`src/rtl/core/sse_pkg.sv`:
```
// Package for the selection sort engine: payload types and sizing constants.
// No dependencies.
package sse_pkg;
   localparam int MAX_ELEMENTS = 64;
   localparam int IDX_W = $clog2(MAX_ELEMENTS);
   localparam int CNT_W = $clog2(MAX_ELEMENTS + 1);
   localparam int FIFO_DEPTH = 2;

   typedef struct packed {
      logic signed [31:0] value;
      logic               is_last;
   } req_type;

   typedef struct packed {
      logic signed [31:0] sorted_value;
      logic               end_of_set;
      logic               overflowed;
   } rsp_type;
endpackage

```
`src/rtl/core/sse_front.sv`:
```
// Front end: accepts input transactions into a short queue for the back end.
// Depends on sse_pkg.
module sse_front (
   input  logic            clock,
   input  logic            reset,
   input  logic            req_push,
   output logic            req_full,
   input  sse_pkg::req_type req_data,
   output logic            q_valid,
   input  logic            q_take,
   output sse_pkg::req_type q_data
);
   sse_pkg::req_type mem_ff [sse_pkg::FIFO_DEPTH];
   logic rd_ff, rd_in, wr_ff, wr_in;
   logic [1:0] cnt_ff, cnt_in;
   logic do_push, do_pop;

   assign req_full = (cnt_ff == 2'(sse_pkg::FIFO_DEPTH));
   assign q_valid  = (cnt_ff != 2'd0);
   assign q_data   = mem_ff[rd_ff];
   assign do_push  = req_push && !req_full;
   assign do_pop   = q_take && q_valid;

   always_comb begin
      rd_in  = do_pop ? ~rd_ff : rd_ff;
      wr_in  = do_push ? ~wr_ff : wr_ff;
      cnt_in = cnt_ff + {1'b0, do_push} - {1'b0, do_pop};
   end

   always_ff @(posedge clock) begin
      if (reset) begin
         rd_ff  <= 1'b0;
         wr_ff  <= 1'b0;
         cnt_ff <= 2'd0;
      end else begin
         rd_ff  <= rd_in;
         wr_ff  <= wr_in;
         cnt_ff <= cnt_in;
      end
      if (do_push) begin
         mem_ff[wr_ff] <= req_data;
      end
   end
endmodule

```
`src/rtl/core/sse_back.sv`:
```
// Back end: stores elements, sorts them by selection sort and emits results.
// Depends on sse_pkg.
module sse_back (
   input  logic             clock,
   input  logic             reset,
   input  logic             q_valid,
   output logic             q_take,
   input  sse_pkg::req_type q_data,
   output logic             rsp_empty,
   input  logic             rsp_pop,
   output sse_pkg::rsp_type rsp_data
);
   localparam int IW = sse_pkg::IDX_W;
   localparam int CW = sse_pkg::CNT_W;
   localparam logic [2:0] ST_LOAD = 3'd0, ST_RDP = 3'd1, ST_SCAN = 3'd2,
      ST_SWAP = 3'd3, ST_EMIT = 3'd4, ST_EWAIT = 3'd5;

   logic signed [31:0] store [sse_pkg::MAX_ELEMENTS];
   logic [2:0] st_ff, st_in;
   logic [CW-1:0] cnt_ff, cnt_in, pos_ff, pos_in, scan_ff, scan_in, best_ff, best_in;
   logic ovf_ff, ovf_in;
   logic signed [31:0] bestv_ff, bestv_in, posv_ff, posv_in, rd_ff;
   logic [CW-1:0] raddr;
   logic full_ff, full_in;
   sse_pkg::rsp_type out_ff, out_in;
   logic we;
   logic [CW-1:0] waddr;
   logic signed [31:0] wdata;
   // Emit phase runs one read ahead: rd_ff is the registered read of raddr.
   logic emit_rd_ff, emit_rd_in;

   assign rsp_empty = !full_ff;
   assign rsp_data  = out_ff;
   assign q_take    = (st_ff == ST_LOAD);

   always_comb begin
      st_in = st_ff; cnt_in = cnt_ff; pos_in = pos_ff; scan_in = scan_ff;
      best_in = best_ff; ovf_in = ovf_ff; bestv_in = bestv_ff; posv_in = posv_ff;
      full_in = full_ff && !rsp_pop; out_in = out_ff; emit_rd_in = 1'b0;
      we = 1'b0; waddr = cnt_ff; wdata = q_data.value; raddr = pos_ff;
      case (st_ff)
         ST_LOAD: begin
            if (q_valid) begin
               if (cnt_ff < CW'(sse_pkg::MAX_ELEMENTS)) begin
                  we = 1'b1;
                  cnt_in = cnt_ff + 1'b1;
               end else begin
                  ovf_in = 1'b1;
               end
               if (q_data.is_last) begin
                  pos_in = '0;
                  st_in = ST_RDP;
               end
            end
         end
         ST_RDP: begin
            // Read data for store[pos] arrives next cycle.
            if (pos_ff + 1'b1 >= cnt_ff) begin
               pos_in = '0;
               st_in = (cnt_ff == '0) ? ST_LOAD : ST_EMIT;
               if (cnt_ff == '0) ovf_in = 1'b0;
            end else begin
               raddr = pos_ff;
               best_in = pos_ff;
               scan_in = pos_ff;
               st_in = ST_SCAN;
               bestv_in = 32'sh7fffffff;
            end
         end
         ST_SCAN: begin
            // rd_ff holds store[scan_ff].
            if (scan_ff == pos_ff) begin
               posv_in = rd_ff; bestv_in = rd_ff; best_in = pos_ff;
            end else if (rd_ff < bestv_ff) begin
               bestv_in = rd_ff; best_in = scan_ff;
            end
            if (scan_ff + 1'b1 >= cnt_ff) begin
               st_in = ST_SWAP;
               raddr = pos_ff;
            end else begin
               raddr = scan_ff + 1'b1;
               scan_in = scan_ff + 1'b1;
            end
         end
         ST_SWAP: begin
            we = 1'b1; waddr = best_ff; wdata = posv_ff;
            pos_in = pos_ff + 1'b1;
            st_in = ST_EWAIT;
         end
         ST_EWAIT: begin
            we = 1'b1; waddr = pos_ff - 1'b1; wdata = bestv_ff;
            raddr = pos_ff;
            st_in = ST_RDP;
         end
         ST_EMIT: begin
            raddr = pos_ff;
            if (!emit_rd_ff) begin
               if (!full_in) emit_rd_in = 1'b1;
            end else begin
               full_in = 1'b1;
               out_in.sorted_value = rd_ff;
               out_in.end_of_set = (pos_ff + 1'b1 == cnt_ff);
               out_in.overflowed = ovf_ff;
               if (pos_ff + 1'b1 == cnt_ff) begin
                  st_in = ST_LOAD; cnt_in = '0; ovf_in = 1'b0; pos_in = '0;
               end else begin
                  pos_in = pos_ff + 1'b1;
               end
            end
         end
         default: st_in = ST_LOAD;
      endcase
   end

   always_ff @(posedge clock) begin
      if (reset) begin
         st_ff <= ST_LOAD; cnt_ff <= '0; ovf_ff <= 1'b0; full_ff <= 1'b0;
         emit_rd_ff <= 1'b0; pos_ff <= '0;
      end else begin
         st_ff <= st_in; cnt_ff <= cnt_in; ovf_ff <= ovf_in; full_ff <= full_in;
         pos_ff <= pos_in;
         emit_rd_ff <= emit_rd_in;
      end
      scan_ff <= scan_in; best_ff <= best_in; bestv_ff <= bestv_in;
      posv_ff <= posv_in;
      out_ff <= out_in;
      if (we) store[waddr[IW-1:0]] <= wdata;
      rd_ff <= store[raddr[IW-1:0]];
   end
endmodule

```
`src/rtl/core/selection_sort_engine_unit.sv`:
```
// Selection sort engine top level: joins the input queue and the sort back end.
// Depends on sse_pkg, sse_front and sse_back.
// Elements are taken one per cycle until a transaction marked last; the set of
// n stored elements is then sorted, each pass reading the unsorted tail from the
// store one entry a cycle, and emitted one by one as the output register frees.
// Input stalls once the two-entry queue fills during the sort and the emit. The
// store holds 64 elements; more are dropped.
module selection_sort_engine_unit (
   input  logic             clock,
   input  logic             reset,
   input  logic             req_push,
   output logic             req_full,
   input  sse_pkg::req_type req_data,
   output logic             rsp_empty,
   input  logic             rsp_pop,
   output sse_pkg::rsp_type rsp_data
);
   logic q_valid, q_take;
   sse_pkg::req_type q_data;

   sse_front u_front (
      .clock, .reset, .req_push, .req_full, .req_data,
      .q_valid, .q_take, .q_data
   );

   sse_back u_back (
      .clock, .reset, .q_valid, .q_take, .q_data,
      .rsp_empty, .rsp_pop, .rsp_data
   );
endmodule

```
`config.mk`:
```
export PLATFORM = sky130hd
export DESIGN_NAME = selection_sort_engine_unit
export DESIGN_NICKNAME = d
export VERILOG_FILES = /design/src/rtl/core/sse_pkg.sv /design/src/rtl/core/sse_front.sv /design/src/rtl/core/sse_back.sv /design/src/rtl/core/selection_sort_engine_unit.sv
export SDC_FILE = /design/constraint.sdc
export NUM_CORES = 2
export LEC_CHECK = 0
export BUFFER_PORTS_ARGS = -buffer_cell sky130_fd_sc_hd__buf_2
export CORE_ASPECT_RATIO = 0.75
export CORE_UTILIZATION = 30
export DETAILED_ROUTE_END_ITERATION = 10
export PLACE_DENSITY = 0.53
export SLEW_MARGIN = 20
export SYNTH_ARGS = -nofsm -noshare
export SYNTH_HDL_FRONTEND = slang
export SYNTH_SLANG_ARGS = --single-unit
export TNS_END_PERCENT = 1
```
`constraint.sdc`:
```
create_clock -name clock -period 8 [get_ports clock]
set_clock_uncertainty 0.2 [all_clocks]
set_input_delay 1.2 -clock clock [delete_from_list [all_inputs] [get_ports clock]]
set_output_delay 1.2 -clock clock [all_outputs]
set_load 0.02 [all_outputs]
```
==> results.yml <==
synth:
  synthArstFlopShare: 0
  syn_nets: 6631
  synthSimpleGateAreaFrac: 0.133
  synth_cells: 6542
  yosysMostFrequentCell: "edfxtp_1"
  muxShareOfSynthArea: 0.0321
  synth_cell_types: 58
  synth_top_area_frac: 0.741
  synthXorXnorAreaFrac: 0.00282
  yosysWarnings: 0
  seq_area_frac_synth: 0.754
  synthAdderAreaFrac: 0.00721
  synth_compound_area_frac: 0.0481
  synthTopCellsByCount: "edfxtp_1, nand2_1, nand3_1"
  synth_area_leaders: "edfxtp_1, nand2_1, nand3_1, mux2i_1, a21oi_1"
  ys.flop_type: "edfxtp_1"
  synth_edf_count: 2225
  synth_top_family_by_area: "simple AND/OR/NAND/NOR gates"
  synthesis.area_um2: 90200
  yosysTopAreaCell: "edfxtp_1"
  avgSynthCellArea_um2: 13.8
  ys_seq_elements: 2282
layout:
  drive_above_1_share: 0.119
  fill_cells: 28500
  area_growth_pct: 15.5
  nets: 6779
  design_area_um2: 104000
worst_hold_path:
  hold_class: "reg -> reg"
power_and_ir_drop:
  irDropWorstVdd_v: 0.000161
  power_frac_clock: 0.353
  switching_power_mw: 7.68
  total_leakage_power_nw: 35.6
  combPwrFrac: 0.117
  swShare: 0.271
  internal_power_mw: 20.6
  powerDensity_nw_per_um2: 272
  seqPwrFrac: 0.530
detailed_routing:
  vias: 57800
  viasPerCell: 5.33
  ant_nets: 0
  first_pass_iters: 6
  drt_iter0_markers: 8493
  drc: 0
  avgRoutedWirePerCell_um: 27.5
  wl_um: 298000
cts:
  cts_sinks: 2282
  htreeDepth: 4
  tritoncts: "yes"
  cts_made_buffers: 218
  cts_hold_buf: 0
  clock_path_buffers: 4
  cts.clk_slew.worst_paths_ps: 70
  cts_setup_buffers: 0
  insertion_delay_ps: 880
  clock-root-buffer: "clkbuf_16"
  ctsResizeCount: 0
global_routing:
  grt_pass1_wl_um: 417000
  overflow: 0
  grt_antenna_before_repair: 43
  track_usage: 0.190
  grt_max_degree: 117
  first_global_vias: 53700
setup_path:
  r2r_slack_ps: 1420
  crit_top_cell: "ha_1"
  cp_slowest_stage_delay_ps: 850
  worstSetupStartpointType: "flip-flop"
  cpMaxStageDelayCell: "nor4_2"
  critPathArrivalTime_ps: 7200
  critPathMaxFanout: 108
  critPathKind: "reg -> reg"
  path_cells: "ha_1 -> xnor2_1 -> inv_2 -> ha_1 -> a21oi_1 -> o21ai_1 -> a31o_1 -> a21oi_4 -> buf_12 -> buf_4 -> mux2i_1 -> o221ai_1 -> a31oi_1 -> nor4_2 -> or4_1"
  critPathCaptureType: "flip-flop"
  required_ps: 8610
floorplan:
  pin_count: 73
  die_h_um: 477
  chipWidth_um: 635
  std_cell_rows: 173
  start_util: 0.303
  die_area_um2: 303000
  core_area_um2: 298000
sta:
  max_freq_mhz: 152
  hold_viol: 0
  slew_violations: 0
  rsz0062_at_grt: "no"
  min_period_over_period: 0.823
  post-route-min-period_ps: 6580
  slew_headroom: 0.166
  setup_tns_ps: 0
  setup_viol: 0
  tightest_slew_ps: 1250
placement:
  postPlaceCellArea_um2: 97300
  port_buffers: 72
  place.gp.congestion: 0.854
  post-dp-hpwl_um: 174000
flow_run:
  drv_cap: 0
status:
  status: "complete, no violations"
## final cells by class
type,count,area [µm²],share of cell area
diodes,41,103,0.000985
clock buffers,302,5940,0.0571
clock inverters,88,683,0.00656
inverters,58,218,0.00209
multi-input cells,3793,21500,0.206
flip-flops and latches,2282,68000,0.653
well taps,3937,4930,0.0473
repair buffers,337,2810,0.0270
## power groups by stage
stage / combinational [mW] / sequential, mW / clock [mW]
6_report: 3.32 / 15.0 / 9.99
5_1_grt: 3.46 / 15.0 / 10.6
4_1_cts: 3.23 / 15.0 / 10.1
3_5_place_dp: 3.23 / 15.2 / 0
3_3_place_gp: 3.13 / 15.2 / 0
2_1_floorplan: 1.42 / 15.0 / 0
## path summary, 6_finish.rpt
check,from,to,cells past startpoint
setup / recovery,u_back.scan_ff[0]$_DFFE_PP_,u_back.rd_ff[5]$_DFF_P_,15
hold / removal,u_back.emit_rd_ff$_SDFF_PP0_,u_back.emit_rd_ff$_SDFF_PP0_,1
setup reg to reg,u_back.scan_ff[0]$_DFFE_PP_,u_back.rd_ff[5]$_DFF_P_,15
hold reg to reg,u_back.emit_rd_ff$_SDFF_PP0_,u_back.emit_rd_ff$_SDFF_PP0_,1
## state kept, by name (all words and copies together), names as in the netlist, 7 cells and up, named ones only
signal,count
u_back.rd_ff,32
u_back.cnt_ff,7
u_back.rsp_data,34
u_back.bestv_ff,32
u_front.mem_ff,66
u_back.pos_ff,7
u_back.store,2048
u_back.posv_ff,32
u_back.scan_ff,7
## worst max-delay path, delay by kind of cell (launching register included)
family / cells / cell delay (ps)
AOI/OAI and AO/OA: 6 / 1970
and+or+nand+nor: 2 / 1060
DFF: 1 / 520
xor gates and xnor gates: 1 / 640
buffers and inverters: 3 / 1150
adders and majority gates: 2 / 660
muxes: 1 / 130
## stage by stage
stage,hold slack (ps),cells,power (mW),setup WS [ps],util
after floorplan,208,6542,16.4,1900,-
after global placement,242,10400,18.4,855,0.326
after detailed placement,244,10400,18.5,1390,0.327
after CTS,251,10800,28.3,1380,0.349
after global routing,281,10800,29.0,1170,0.350
final,255,10800,28.3,1420,0.350
## routing by layer
layer | track usage | vias to the layer above | routed length [µm]
li1 | - | 24700 | -
met1 | 0.292 | 29500 | 134000
met2 | 0.270 | 3138 | 125000
met3 | 0.0432 | 376 | 33300
met4 | 0.0433 | 6 | 6700
met5 | 0.00188 | - | 41
## logic make-up after synthesis
logic type | Yosys count
AND/OR/NAND/NOR | 2747
flip-flops | 2282
AO/OA/AOI/OAI | 676
buffers and inverters | 467
multiplexers | 289
adder cells (fa/ha/maj) | 52
XOR/XNOR | 29
## cell usage in the layout, fill, tap and decap left out, types with 56 or more instances in the layout
| cell | n |
|---|---|
| nand2_1 | 1588 |
| o221ai_1 | 129 |
| buf_2 | 72 |
| dfxtp_1 | 56 |
| nor4_1 | 76 |
| buf_4 | 228 |
| clkbuf_1 | 68 |
| a31oi_1 | 129 |
| clkbuf_16 | 219 |
| edfxtp_1 | 2225 |
| mux2i_1 | 289 |
| nor2_4 | 66 |
| nand3_1 | 788 |
| a21oi_1 | 274 |
| inv_1 | 56 |
(Power assumes the default switching activity.)
